### src/sv/base64_stream_codec_top_assert.svh
// Assertion helpers shared by the codec RTL.
`ifndef BASE64_STREAM_CODEC_TOP_ASSERT_SVH
`define BASE64_STREAM_CODEC_TOP_ASSERT_SVH

// Property checked at every clock edge outside reset.
`define B64C_ASSERT(lbl, prop, msg) \
  lbl: assert property (@(posedge clk_i) disable iff (!rst_ni) (prop)) else $error(msg);

// Consequent checked in the cycle after the antecedent.
`define B64C_ASSERT_NEXT(lbl, ante, cons, msg) \
  lbl: assert property (@(posedge clk_i) disable iff (!rst_ni) (ante) |=> (cons)) \
    else $error(msg);

`endif

### src/sv/b64c_pkg.sv
// ----------------------------------------------------------------------------
// b64c_pkg
// Types, constants and alphabet functions of the base64 stream codec.
// ----------------------------------------------------------------------------
`default_nettype none

package b64c_pkg;

  localparam int unsigned NumOut = 4;
  localparam logic [7:0]  PadChar = 8'h3D;  // '='

  localparam logic ModeEncode = 1'b0;
  localparam logic ModeDecode = 1'b1;

  // Codec state carried between beats.
  typedef struct packed {
    logic [23:0] bits;
    logic [1:0]  cnt;
    logic        halted;
  } state_t;

  // Results caused by one input beat.
  typedef struct packed {
    logic [NumOut-1:0][7:0] bytes;
    logic [2:0]             n;
    logic                   dv;
    logic                   stop;
    logic                   last;
  } group_t;

  // 6-bit value to alphabet character.
  function automatic logic [7:0] sextet_to_char(input logic [5:0] v);
    logic [7:0] c;
    c = 8'h00;
    if (v < 6'd26)      c = 8'h41 + {2'b00, v};
    else if (v < 6'd52) c = 8'h61 + {2'b00, v - 6'd26};
    else if (v < 6'd62) c = 8'h30 + {2'b00, v - 6'd52};
    else if (v == 6'd62) c = 8'h2B;
    else                c = 8'h2F;
    return c;
  endfunction

  // Character to {valid, 6-bit value}.
  function automatic logic [6:0] char_to_sextet(input logic [7:0] c);
    logic [6:0] r;
    r = 7'd0;
    if (c >= 8'h41 && c <= 8'h5A)      r = {1'b1, 6'(c - 8'h41)};
    else if (c >= 8'h61 && c <= 8'h7A) r = {1'b1, 6'(c - 8'h61 + 8'd26)};
    else if (c >= 8'h30 && c <= 8'h39) r = {1'b1, 6'(c - 8'h30 + 8'd52)};
    else if (c == 8'h2B)               r = {1'b1, 6'd62};
    else if (c == 8'h2F)               r = {1'b1, 6'd63};
    return r;
  endfunction

endpackage

`default_nettype wire

### src/sv/b64c_if.sv
// ----------------------------------------------------------------------------
// b64c_in_if / b64c_out_if
// Valid/ready channels of the codec: input beats and result beats.
// ----------------------------------------------------------------------------
`default_nettype none

interface b64c_in_if;
  logic       valid;
  logic       ready;
  logic [7:0] in_byte;
  logic       in_last;

  modport source (output valid, output in_byte, output in_last, input ready);
  modport sink   (input valid, input in_byte, input in_last, output ready);
endinterface

interface b64c_out_if;
  logic       valid;
  logic       ready;
  logic [7:0] out_byte;
  logic       data_valid;
  logic       out_last;
  logic       stopped_early;

  modport source (output valid, output out_byte, output data_valid, output out_last,
                  output stopped_early, input ready);
  modport sink   (input valid, input out_byte, input data_valid, input out_last,
                  input stopped_early, output ready);
endinterface

`default_nettype wire

### src/sv/b64c_core.sv
// ----------------------------------------------------------------------------
// b64c_core
// Next state and result group for one input beat, encode or decode.
// ----------------------------------------------------------------------------
`default_nettype none

module b64c_core (
  input  wire logic            mode_i,
  input  wire b64c_pkg::state_t st_i,
  input  wire logic [7:0]      byte_i,
  input  wire logic            last_i,
  output b64c_pkg::state_t     st_o,
  output b64c_pkg::group_t     grp_o
);

  logic [1:0]  enc_cnt;
  logic [23:0] enc_bits;
  logic [23:0] enc_ins;
  logic [2:0]  enc_new_cnt;
  logic [6:0]  sx;
  logic [23:0] dec_ins;
  logic [23:0] dec_bits;
  logic        full;

  always_comb begin
    st_o  = st_i;
    grp_o = '0;
    enc_cnt = (st_i.cnt == 2'd3) ? 2'd0 : st_i.cnt;
    enc_bits = '0;
    enc_ins = '0;
    enc_new_cnt = {1'b0, enc_cnt} + 3'd1;
    sx = b64c_pkg::char_to_sextet(byte_i);
    dec_ins = '0;
    dec_bits = st_i.bits;
    full = 1'b0;

    if (mode_i == b64c_pkg::ModeEncode) begin
      // drop a three-item group left over from decode
      case (enc_cnt)
        2'd0:    enc_ins = {byte_i, 16'h0000};
        2'd1:    enc_ins = {8'h00, byte_i, 8'h00};
        2'd2:    enc_ins = {16'h0000, byte_i};
        default: enc_ins = '0;
      endcase
      enc_bits = ((st_i.cnt == 2'd3) ? 24'h000000 : st_i.bits) | enc_ins;
      st_o.bits = enc_bits;
      st_o.cnt  = enc_new_cnt[1:0];
      grp_o.bytes[0] = b64c_pkg::sextet_to_char(enc_bits[23:18]);
      grp_o.bytes[1] = b64c_pkg::sextet_to_char(enc_bits[17:12]);
      grp_o.bytes[2] = b64c_pkg::sextet_to_char(enc_bits[11:6]);
      grp_o.bytes[3] = b64c_pkg::sextet_to_char(enc_bits[5:0]);
      grp_o.dv = 1'b1;
      if (enc_new_cnt == 3'd3) begin
        grp_o.n   = 3'd4;
        st_o.bits = '0;
        st_o.cnt  = 2'd0;
      end else if (last_i) begin
        grp_o.n = 3'd4;
        grp_o.bytes[3] = b64c_pkg::PadChar;
        if (enc_new_cnt != 3'd2) grp_o.bytes[2] = b64c_pkg::PadChar;
      end
    end else begin
      if (!st_i.halted) begin
        if (!sx[6]) begin
          st_o.halted = 1'b1;
        end else begin
          case (st_i.cnt)
            2'd0:    dec_ins = {sx[5:0], 18'h00000};
            2'd1:    dec_ins = {6'h00, sx[5:0], 12'h000};
            2'd2:    dec_ins = {12'h000, sx[5:0], 6'h00};
            default: dec_ins = {18'h00000, sx[5:0]};
          endcase
          dec_bits  = st_i.bits | dec_ins;
          st_o.bits = dec_bits;
          if (st_i.cnt == 2'd3) begin
            full      = 1'b1;
            st_o.bits = '0;
            st_o.cnt  = 2'd0;
          end else begin
            st_o.cnt = st_i.cnt + 2'd1;
          end
        end
      end
      grp_o.bytes[0] = dec_bits[23:16];
      grp_o.bytes[1] = dec_bits[15:8];
      grp_o.bytes[2] = dec_bits[7:0];
      grp_o.dv = 1'b1;
      if (full) begin
        grp_o.n = 3'd3;
      end else if (last_i) begin
        grp_o.stop = st_o.halted;
        case (st_o.cnt)
          2'd2: grp_o.n = 3'd1;
          2'd3: grp_o.n = 3'd2;
          default: begin
            // nothing to flush: close with an empty marker
            grp_o.n     = 3'd1;
            grp_o.dv    = 1'b0;
            grp_o.bytes = '0;
          end
        endcase
      end
    end

    grp_o.last = last_i;
    if (last_i) st_o = '0;
  end

endmodule

`default_nettype wire

### src/sv/b64c_out_buf.sv
// ----------------------------------------------------------------------------
// b64c_out_buf
// Result register holding up to four beats of one group, sent one per cycle while the sink is ready.
// ----------------------------------------------------------------------------
`default_nettype none

`include "base64_stream_codec_top_assert.svh"

module b64c_out_buf (
  input  wire logic             clk_i,
  input  wire logic             rst_ni,
  input  wire logic             load_i,
  input  wire b64c_pkg::group_t grp_i,
  output logic                  ready_o,
  b64c_out_if.source            out_o
);

  logic [b64c_pkg::NumOut-1:0][7:0] bytes_q;
  logic [2:0] rem_q, rem_d;
  logic [1:0] idx_q, idx_d;
  logic       dv_q;
  logic       stop_q;
  logic       last_q;
  logic       fire;

  assign fire    = out_o.valid && out_o.ready;
  assign ready_o = (rem_q == 3'd0) || (rem_q == 3'd1 && fire);

  assign out_o.valid         = (rem_q != 3'd0);
  assign out_o.out_byte      = bytes_q[idx_q];
  assign out_o.data_valid    = dv_q;
  assign out_o.stopped_early = stop_q;
  assign out_o.out_last      = last_q && (rem_q == 3'd1);

  always_comb begin
    rem_d = rem_q;
    idx_d = idx_q;
    if (fire) begin
      rem_d = rem_q - 3'd1;
      idx_d = idx_q + 2'd1;
    end
    if (load_i) begin
      rem_d = grp_i.n;
      idx_d = 2'd0;
    end
  end

  always_ff @(posedge clk_i or negedge rst_ni) begin
    if (!rst_ni) begin
      rem_q <= 3'd0;
      idx_q <= 2'd0;
    end else begin
      rem_q <= rem_d;
      idx_q <= idx_d;
    end
  end

  always_ff @(posedge clk_i) begin
    if (load_i) begin
      bytes_q <= grp_i.bytes;
      dv_q    <= grp_i.dv;
      stop_q  <= grp_i.stop;
      last_q  <= grp_i.last;
    end
  end

  `B64C_ASSERT(a_fill_bound, ({1'b0, rem_q} + {2'b00, idx_q}) <= 4'd4, "beat index past group")
  `B64C_ASSERT(a_load_empty, !load_i || rem_q == 3'd0 || (rem_q == 3'd1 && fire), "load over pending beats")
  `B64C_ASSERT(a_marker_single, rem_q == 3'd0 || dv_q || (rem_q == 3'd1 && idx_q == 2'd0), "marker not alone")
  `B64C_ASSERT_NEXT(a_load_count, load_i, rem_q == $past(grp_i.n), "group count not taken")

endmodule

`default_nettype wire

### src/sv/base64_stream_codec_top.sv
// ----------------------------------------------------------------------------
// base64_stream_codec_top
// Streaming base64 codec (standard alphabet, '=' padding) with a mode register.
// ----------------------------------------------------------------------------
// Encode (mode 0) packs three bytes into four characters and pads a short final
// group with '='; decode (mode 1) turns four characters into three bytes (or a
// short final group into one or two) and stops for the rest of a message at the
// first '=' or non-alphabet character. When an input beat is taken, the group
// state updates at once and the beat's results (up to four) load the result
// register, which sends one beat per cycle while the sink is ready. A new input
// is taken in any cycle where that register is empty or sending its final beat,
// so inputs that give no result go at one per cycle while it is empty. Write mode
// only while the codec is idle.
`default_nettype none

module base64_stream_codec_top (
  input  wire logic  clk_i,
  input  wire logic  rst_ni,
  input  wire logic  cfg_we_i,
  input  wire logic  cfg_wdata_i,
  b64c_in_if.sink    in_i,
  b64c_out_if.source out_o
);

  logic             mode_q;
  b64c_pkg::state_t st_q, st_d;
  b64c_pkg::group_t grp;
  logic             buf_ready;
  logic             accept;
  logic             load;

  assign in_i.ready = buf_ready;
  assign accept     = in_i.valid && buf_ready;
  assign load       = accept && (grp.n != 3'd0);

  b64c_core u_core (
    .mode_i (mode_q),
    .st_i   (st_q),
    .byte_i (in_i.in_byte),
    .last_i (in_i.in_last),
    .st_o   (st_d),
    .grp_o  (grp)
  );

  b64c_out_buf u_out_buf (
    .clk_i   (clk_i),
    .rst_ni  (rst_ni),
    .load_i  (load),
    .grp_i   (grp),
    .ready_o (buf_ready),
    .out_o   (out_o)
  );

  always_ff @(posedge clk_i or negedge rst_ni) begin
    if (!rst_ni) begin
      mode_q <= b64c_pkg::ModeEncode;
      st_q   <= '0;
    end else begin
      if (cfg_we_i) mode_q <= cfg_wdata_i;
      if (accept)   st_q   <= st_d;
    end
  end

endmodule

`default_nettype wire
### src/flat_wrapper.sv
// flat-port wrapper written by rule: the top's interface ports become plain ports
module base64_stream_codec_top_flat 
  (clk_i, rst_ni, cfg_we_i, cfg_wdata_i, in_i_valid, in_i_in_byte, in_i_in_last, in_i_ready, out_o_valid, out_o_out_byte, out_o_data_valid, out_o_out_last, out_o_stopped_early, out_o_ready);
  b64c_in_if in_i_i ();
  b64c_out_if out_o_i ();
  input  wire logic clk_i;
  input  wire logic rst_ni;
  input  wire logic cfg_we_i;
  input  wire logic cfg_wdata_i;
  input wire logic [$bits(in_i_i.valid)-1:0] in_i_valid;
  input wire logic [$bits(in_i_i.in_byte)-1:0] in_i_in_byte;
  input wire logic [$bits(in_i_i.in_last)-1:0] in_i_in_last;
  output wire logic [$bits(in_i_i.ready)-1:0] in_i_ready;
  output wire logic [$bits(out_o_i.valid)-1:0] out_o_valid;
  output wire logic [$bits(out_o_i.out_byte)-1:0] out_o_out_byte;
  output wire logic [$bits(out_o_i.data_valid)-1:0] out_o_data_valid;
  output wire logic [$bits(out_o_i.out_last)-1:0] out_o_out_last;
  output wire logic [$bits(out_o_i.stopped_early)-1:0] out_o_stopped_early;
  input wire logic [$bits(out_o_i.ready)-1:0] out_o_ready;
  assign in_i_i.valid = in_i_valid;
  assign in_i_i.in_byte = in_i_in_byte;
  assign in_i_i.in_last = in_i_in_last;
  assign in_i_ready = in_i_i.ready;
  assign out_o_valid = out_o_i.valid;
  assign out_o_out_byte = out_o_i.out_byte;
  assign out_o_data_valid = out_o_i.data_valid;
  assign out_o_out_last = out_o_i.out_last;
  assign out_o_stopped_early = out_o_i.stopped_early;
  assign out_o_i.ready = out_o_ready;
  base64_stream_codec_top u_core (.clk_i(clk_i), .rst_ni(rst_ni), .cfg_we_i(cfg_we_i), .cfg_wdata_i(cfg_wdata_i), .in_i(in_i_i), .out_o(out_o_i));
endmodule
### config.mk
export PLATFORM = sky130hd
export DESIGN_NAME = base64_stream_codec_top_flat
export DESIGN_NICKNAME = d
export VERILOG_FILES = /design/src/sv/b64c_pkg.sv /design/src/sv/b64c_if.sv /design/src/sv/b64c_core.sv /design/src/sv/b64c_out_buf.sv /design/src/sv/base64_stream_codec_top.sv /design/src/flat_wrapper.sv
export VERILOG_INCLUDE_DIRS = /design/src /design/src/sv
export SDC_FILE = /design/constraint.sdc
export NUM_CORES = 1
export LEC_CHECK = 0
export BUFFER_PORTS_ARGS = -buffer_cell sky130_fd_sc_hd__buf_2
export CAP_MARGIN = 25
export CORE_ASPECT_RATIO = 1.2
export CORE_MARGIN = 2
export CORE_UTILIZATION = 47
export DETAILED_ROUTE_END_ITERATION = 8
export GPL_TIMING_DRIVEN = 0
export PLACE_DENSITY = 0.74
export REMOVE_ABC_BUFFERS = 1
export SLEW_MARGIN = 20
export SYNTH_ARGS = -nofsm -noshare
export SYNTH_HDL_FRONTEND = slang
export SYNTH_HIERARCHICAL = 1
export SYNTH_SLANG_ARGS = --single-unit
export TNS_END_PERCENT = 10
### constraint.sdc
create_clock -name clk_i -period 5.2 [get_ports clk_i]
set_input_delay 0 -clock clk_i [delete_from_list [all_inputs] [get_ports clk_i]]
set_output_delay 0 -clock clk_i [all_outputs]
set_load 0.1 [all_outputs]
## After elaboration in Yosys (flattened, before gate mapping)

Index checks and enable logic that the tools add are counted.

- $add $sub $neg: 29
- Magnitude comparators: 19
- Equal/unequal tests: 18
- Multiplexer cells: 64
- Bitwise logic cells: 4
- Reductions and logical operators: 20

Operators by type and width:

| cell | number |
|---|---|
| 2-to-1 mux 24 bit | 9 |
| case mux 24 bit (3 select lines) | 2 |
| 2-to-1 mux 27 bit | 3 |
| 2-to-1 mux 8 bit | 10 |
| 2-to-1 mux 26 bit | 3 |
| adder 7 x 6 -> 8 bit (first input constant) | 8 |
| 2-to-1 mux 7 bit | 9 |
| less-than comparator 6 bit (second input constant) | 8 |
| bitwise OR 24 bit | 2 |
| 2-to-1 mux 37 bit | 1 |
| 2-to-1 mux 36 bit | 1 |
| subtractor 6 bit (second input constant) | 6 |
| 2-to-1 mux 16 bit | 2 |
| 2-to-1 mux 32 bit | 1 |
| adder 6 x 6 -> 7 bit (first input constant) | 4 |
| 2-to-1 mux 3 bit | 9 |
| == test 6 bit (second input constant) | 4 |
| less-than comparator 6 x 5 -> 1 bit (second input constant) | 4 |
| subtractor 6 x 5 -> 6 bit (second input constant) | 4 |
| binary-select mux 8 bit (select 2 bit) | 1 |
| == test 8 x 6 -> 1 bit (second input constant) | 2 |
| greater-or-equal comparator 8 x 7 -> 1 bit (second input constant) | 2 |
| <= comparator 8 x 7 -> 1 bit (second input constant) | 2 |
| 2-to-1 mux 2 bit | 6 |
| 27 further kinds | 51 |

- Bits in registers: 68
- Input bits: 15
- Output and inout bits: 13
- Logic and storage cells: 167

## Depth between registers and ports, before layout

- Depth after elaboration: 24
- Gate-level depth with buffers: 17
- Gate-level depth less buffers: 13

## Modules after synthesis

Netlist, hierarchy kept.

Modules (own cells, without submodules):

| module | times used | cells an instance | area each (um^2) | sequential area each (um^2) |
|---|---|---|---|---|
| b64c_core | 1 | 537 | 3,863.7 | 0.0 |
| b64c_out_buf | 1 | 84 | 1,579.0 | 1,176.1 |
| base64_stream_codec_top | 1 | 61 | 1,129.8 | 700.7 |

## Worst setup path before layout

OpenSTA, ideal clock, no wires.

- Path kind: reg-to-reg
- Start: reg u_core.u_out_buf.rem_q[0]
- End: reg u_core.u_out_buf.idx_q[1]
- Library setup time: 0.125 ns
- Data arrival time: 4.832 ns
- Required time: 5.075 ns
- Path slack: 0.243 ns
- Stages on the path, launching flop included: 11
- Path buffers: 2
- Clock period less this slack: 4.957 ns
- Cell sequence: dfrtp_1 inv_1 ha_1 a21oi_1 nor2_1 nand2_4 buf_6 nor2_1 clkbuf_1 and2b_1 mux2_2

- Word-level cells in the longest chain between the ends: 7
- Elaborated cells on any way between the ends: 10
- Those cells by class: 1 x eq/ne; 1 x mux; 8 x reduce/logical

RTL lines:

| what | line | text |
|---|---|---|
| start: declaration | b64c_out_buf.sv:19 | `logic [2:0] rem_q, rem_d;` |
| start signal: assignment | b64c_out_buf.sv:53 | `rem_q <= rem_d;` |
| nonzero test 3 bit | b64c_out_buf.sv:29 | `assign out_o.valid = (rem_q != 3'd0);` |
| logical AND 1 bit | b64c_out_buf.sv:26 | `assign fire = out_o.valid && out_o.ready;` |
| logical AND 1 bit | b64c_out_buf.sv:27 | `assign ready_o = (rem_q == 3'd0) \|\| (rem_q == 3'd1 && fire);` |
| logical OR 1 bit * | b64c_out_buf.sv:27 |  |
| named net in_i_ready | flat_wrapper.sv:13 | `output wire logic [$bits(in_i_i.ready)-1:0] in_i_ready;` |
| logical AND 1 bit * | base64_stream_codec_top.sv:33 | `assign accept = in_i.valid && buf_ready;` |
| logical AND 1 bit * | base64_stream_codec_top.sv:34 | `assign load = accept && (grp.n != 3'd0);` |
| named net u_core.load | base64_stream_codec_top.sv:30 | `logic load;` |
| 2-to-1 mux 2 bit / nonzero test 2 bit (equally long branches) | - |  |
| end signal: assignment | b64c_out_buf.sv:54 | `idx_q <= idx_d;` |
| end: declaration | b64c_out_buf.sv:20 | `logic [1:0] idx_q, idx_d;` |

The timed path passes the listed nets; every way through them passes the cells marked *.
A chain may end at the register's enable or synchronous reset.

==> results.py <==
metrics = {
    "grt": {
        "grt_pass1_vias": 5496,
        "grt_pass1_wl_mm": 29.3,
        "use_met3_pct": 3.78,
        "grt_antenna_before_repair": 0,
        "use_met1_pct": 30.7,
        "grt_max_degree": 34,
        "top_usage_layer": "met2",
        "track_usage_pct": 24.4,
        "met2_usage_pct": 41.9,
        "grt.overflow.total": 0,
    },
    "status": {
        "status": "complete, no violations",
    },
    "worst_setup_path": {
        "crit_path_end_kind": "flip-flop",
        "worstSetupPathType": "flip-flop to flip-flop",
        "cp_cell_sequence": "inv_1, ha_1, nor2b_1, a22o_1, inv_1, ha_1, and3b_1, a311oi_1, o21a_1, a211oi_1, a211oi_1, a211oi_2",
        "crit_family": "compound AO/OA/AOI/OAI gates",
        "cp_max_fo": 13,
        "critical-path-max-stage-delay_ns": 0.66,
        "cp.arrival_ns": 4.42,
        "crit_path_start_kind": "flip-flop",
        "cp.required_ns": 5.26,
        "slowest_stage": "nor2b_1",
        "worst-path-buf-inv": 2,
    },
    "sta": {
        "tightest_slew_ns": 1.06,
        "fmax_ghz": 0.229,
        "finalSetupViolCount": 0,
        "relSlewSlack_pct": 29.4,
        "drv_slew": 0,
        "period_needed_ns": 4.36,
        "holdWs_ns": 0.0502,
        "rsz0062_at_grt": "false",
        "period_share_pct": 83.9,
        "hold_viol": 0,
        "fin_skew_ns": 0.00763,
        "fin_ws_ns": 0.836,
    },
    "layout": {
        "multi_input_area_mm2": 0.00433,
        "area_delta_synth_final_pct": 8.24,
        "num_antenna_cells": 0,
        "nNetsFinal": 758,
        "final_common_cell": "ha_1",
        "layout-drive-gt1-share_pct": 18.4,
        "seq_area_mm2": 0.00188,
        "final_area_mm2": 0.00711,
        "layout_common_cells": "58 x ha_1, 52 x a21oi_1, 42 x nand2_1, 35 x edfxtp_1",
        "nFillCells": 1255,
    },
    "min_path": {
        "min_path_type": "input pin to flip-flop",
    },
    "synthesis": {
        "synthArstFlopShare_pct": 48.5,
        "yosysTopAreaCell": "edfxtp_1",
        "synth_ff_type": "edfxtp_1",
        "synth_top_area_share_pct": 16.0,
        "yosys_warnings": 6,
        "synth_seq_cells": 68,
        "syn-mean-instance-area_um2": 9.64,
        "netlist_instances": 682,
        "synth-edff-count": 35,
        "synth_area_leaders": "edfxtp_1 16%, dfrtp_1 13%, ha_1 11%",
        "ys_types": 89,
        "ys_seq_area_share_pct": 28.6,
        "synth_area_mm2": 0.00657,
    },
    "routing": {
        "ant_nets": 0,
        "wl_mm": 18.3,
        "drt-wirelength-per-cell_um": 21.3,
        "drc": 0,
        "vias": 5811,
        "first_iter_violations": 670,
        "avgViaCountPerCell": 6.75,
        "drt_first_pass_iters": 6,
    },
    "power": {
        "p_switching_uw": 2420,
        "leakage_uw": 0.00284,
        "clockPowerShare_pct": 14.3,
        "sequentialPowerShare_pct": 18.9,
        "irDropWorstVdd_v": 0.000672,
        "combPwrFrac_pct": 66.8,
        "powerDensity_mw_per_mm2": 673,
        "switching_share_pct": 50.5,
        "p_int_uw": 2370,
        "p_total_uw": 4790,
    },
    "clocking": {
        "numCtsBuffers": 9,
        "clk_latency_ns": 0.34,
        "cts_setup_buffers": 0,
        "cts_tree": "built",
        "clockRootBuffer": "clkbuf_16",
        "clock_path_buffers": 2,
        "clock_sinks": 68,
        "clk_pin_slew_worst_paths_ns": 0.06,
        "htreeDepth": 3,
    },
    "floorplan": {
        "die_w_um": 112,
        "num_io_pins": 28,
        "die-area_mm2": 0.0149,
        "die_h_um": 134,
        "start_util_pct": 47.8,
        "core_area_mm2": 0.0138,
        "rows": 47,
    },
    "place": {
        "dp_slack_ns": 0.843,
        "port-buffer-count": 27,
        "place_hpwl_mm": 13.2,
        "gp_congestion": 0.999,
        "post_dp_cell_area_mm2": 0.00674,
    },
    "job": {
        "maxCapViolCount": 0,
    },
}
-- state kept, by name (all words and copies together) (netlist names) --
| signal | count |
|---|---|
| u_core/u_out_buf/bytes_q | 32 |
| u_core/u_out_buf/out_o.stopped_early | 1 |
| u_core/u_out_buf/rem_q | 3 |
| u_core/mode_q | 1 |
| u_core/u_out_buf/last_q | 1 |
| u_core/st_q | 27 |
| u_core/u_out_buf/out_o.data_valid | 1 |
| u_core/u_out_buf/idx_q | 2 |
-- cell usage after synthesis (10+ instances only) --
cell	number
buf_2	13
nand2b_1	15
mux2_4	20
mux2_2	13
a22oi_1	10
a22o_1	12
dfrtp_1	33
a211oi_1	17
xnor2_1	22
xor2_1	11
o22ai_1	25
ha_1	58
edfxtp_1	35
clkbuf_1	15
a31oi_1	15
inv_1	32
nand3_1	14
a21oi_1	52
o21ai_0	23
nand2_1	42
nor2_1	33
nor3_1	19
-- path summary, 6_finish.rpt --
check	from	endpoint	slack, ns	cells after the start
setup / recovery	u_core/st_q[1]$_DFFE_PN0P_	u_core/u_out_buf/bytes_q[10]$_DFFE_PP_	0.84	12
hold / removal	out_o_ready	u_core/u_out_buf/rem_q[1]$_DFFE_PN0P_	0.05	3
setup reg to reg	u_core/st_q[1]$_DFFE_PN0P_	u_core/u_out_buf/bytes_q[10]$_DFFE_PP_	0.84	12
hold reg to reg	u_core/st_q[14]$_DFFE_PN0P_	u_core/st_q[14]$_DFFE_PN0P_	0.55	1
max in group asynchronous	rst_ni	u_core/mode_q$_DFFE_PN0P_	4.26	2
min in group asynchronous	rst_ni	u_core/u_out_buf/rem_q[1]$_DFFE_PN0P_	0.34	2
-- what timing repair did --
item	in CTS	in global routing
hold buffers	3	0
resized for setup	0	0
setup endpoints to repair	0	0
endpoints found under the hold margin	34	0
-- routing by layer --
| layer | share of wire [%] | up-vias |
|---|---|---|
| li1 | - | 2601 |
| met1 | 38 | 2767 |
| met2 | 50 | 354 |
| met3 | 8.3 | 89 |
| met4 | 4.0 | 0 |
| met5 | 0 | - |
-- cells by family (layout without fill, tap and decap cells) --
kind of cell / count (synthesis) / after routing / synth area share [%]
flip-flops: 68 / 68 / 28.6
adder cells (fa/ha/maj): 58 / 58 / 11.0
XOR/XNOR: 34 / 34 / 4.74
multiplexers: 44 / 44 / 10.1
AND/OR/NAND/NOR: 168 / 168 / 14.0
AO/OA/AOI/OAI: 232 / 232 / 25.9
buffers and inverters: 78 / 86 / 5.79
-- tightest hold or removal path, delay by kind of cell --
family | cells | cell delay, ns
AO/OA/AOI/OAI | 2 | 0.21
buffers and inverters | 1 | 0.14
-- per-stage QoR --
stage	instances	TNS [ns]	util, %
6_report	861	0	51.7
3_5_place_dp	841	0	49.0
2_1_floorplan	640	-0.0538	-
5_1_grt	861	0	51.7
3_3_place_gp	838	-11.65	48.5
4_1_cts	860	0	51.6
-- layout make-up --
class                           instances  area share (%)
Tap cell                              171            3.01
Multi-Input combinational cell        536            60.8
Sequential cell                        68            26.4
Timing Repair Buffer                   34            3.17
Inverter                               36            1.90
Clock inverter                          6            1.34
Clock buffer                           10            3.36
-- power groups by stage --
| stage | combinational (uW) | clock, uW | sequential, uW |
|---|---|---|---|
| 6_report | 3200 | 684 | 905 |
| 5_1_grt | 3440 | 716 | 925 |
| 4_1_cts | 3130 | 692 | 904 |
| 3_5_place_dp | 3110 | 0 | 914 |
| 3_3_place_gp | 3000 | 0 | 912 |
| 2_1_floorplan | 2450 | 0 | 889 |
No activity file was read; power rests on OpenSTA's default activity.
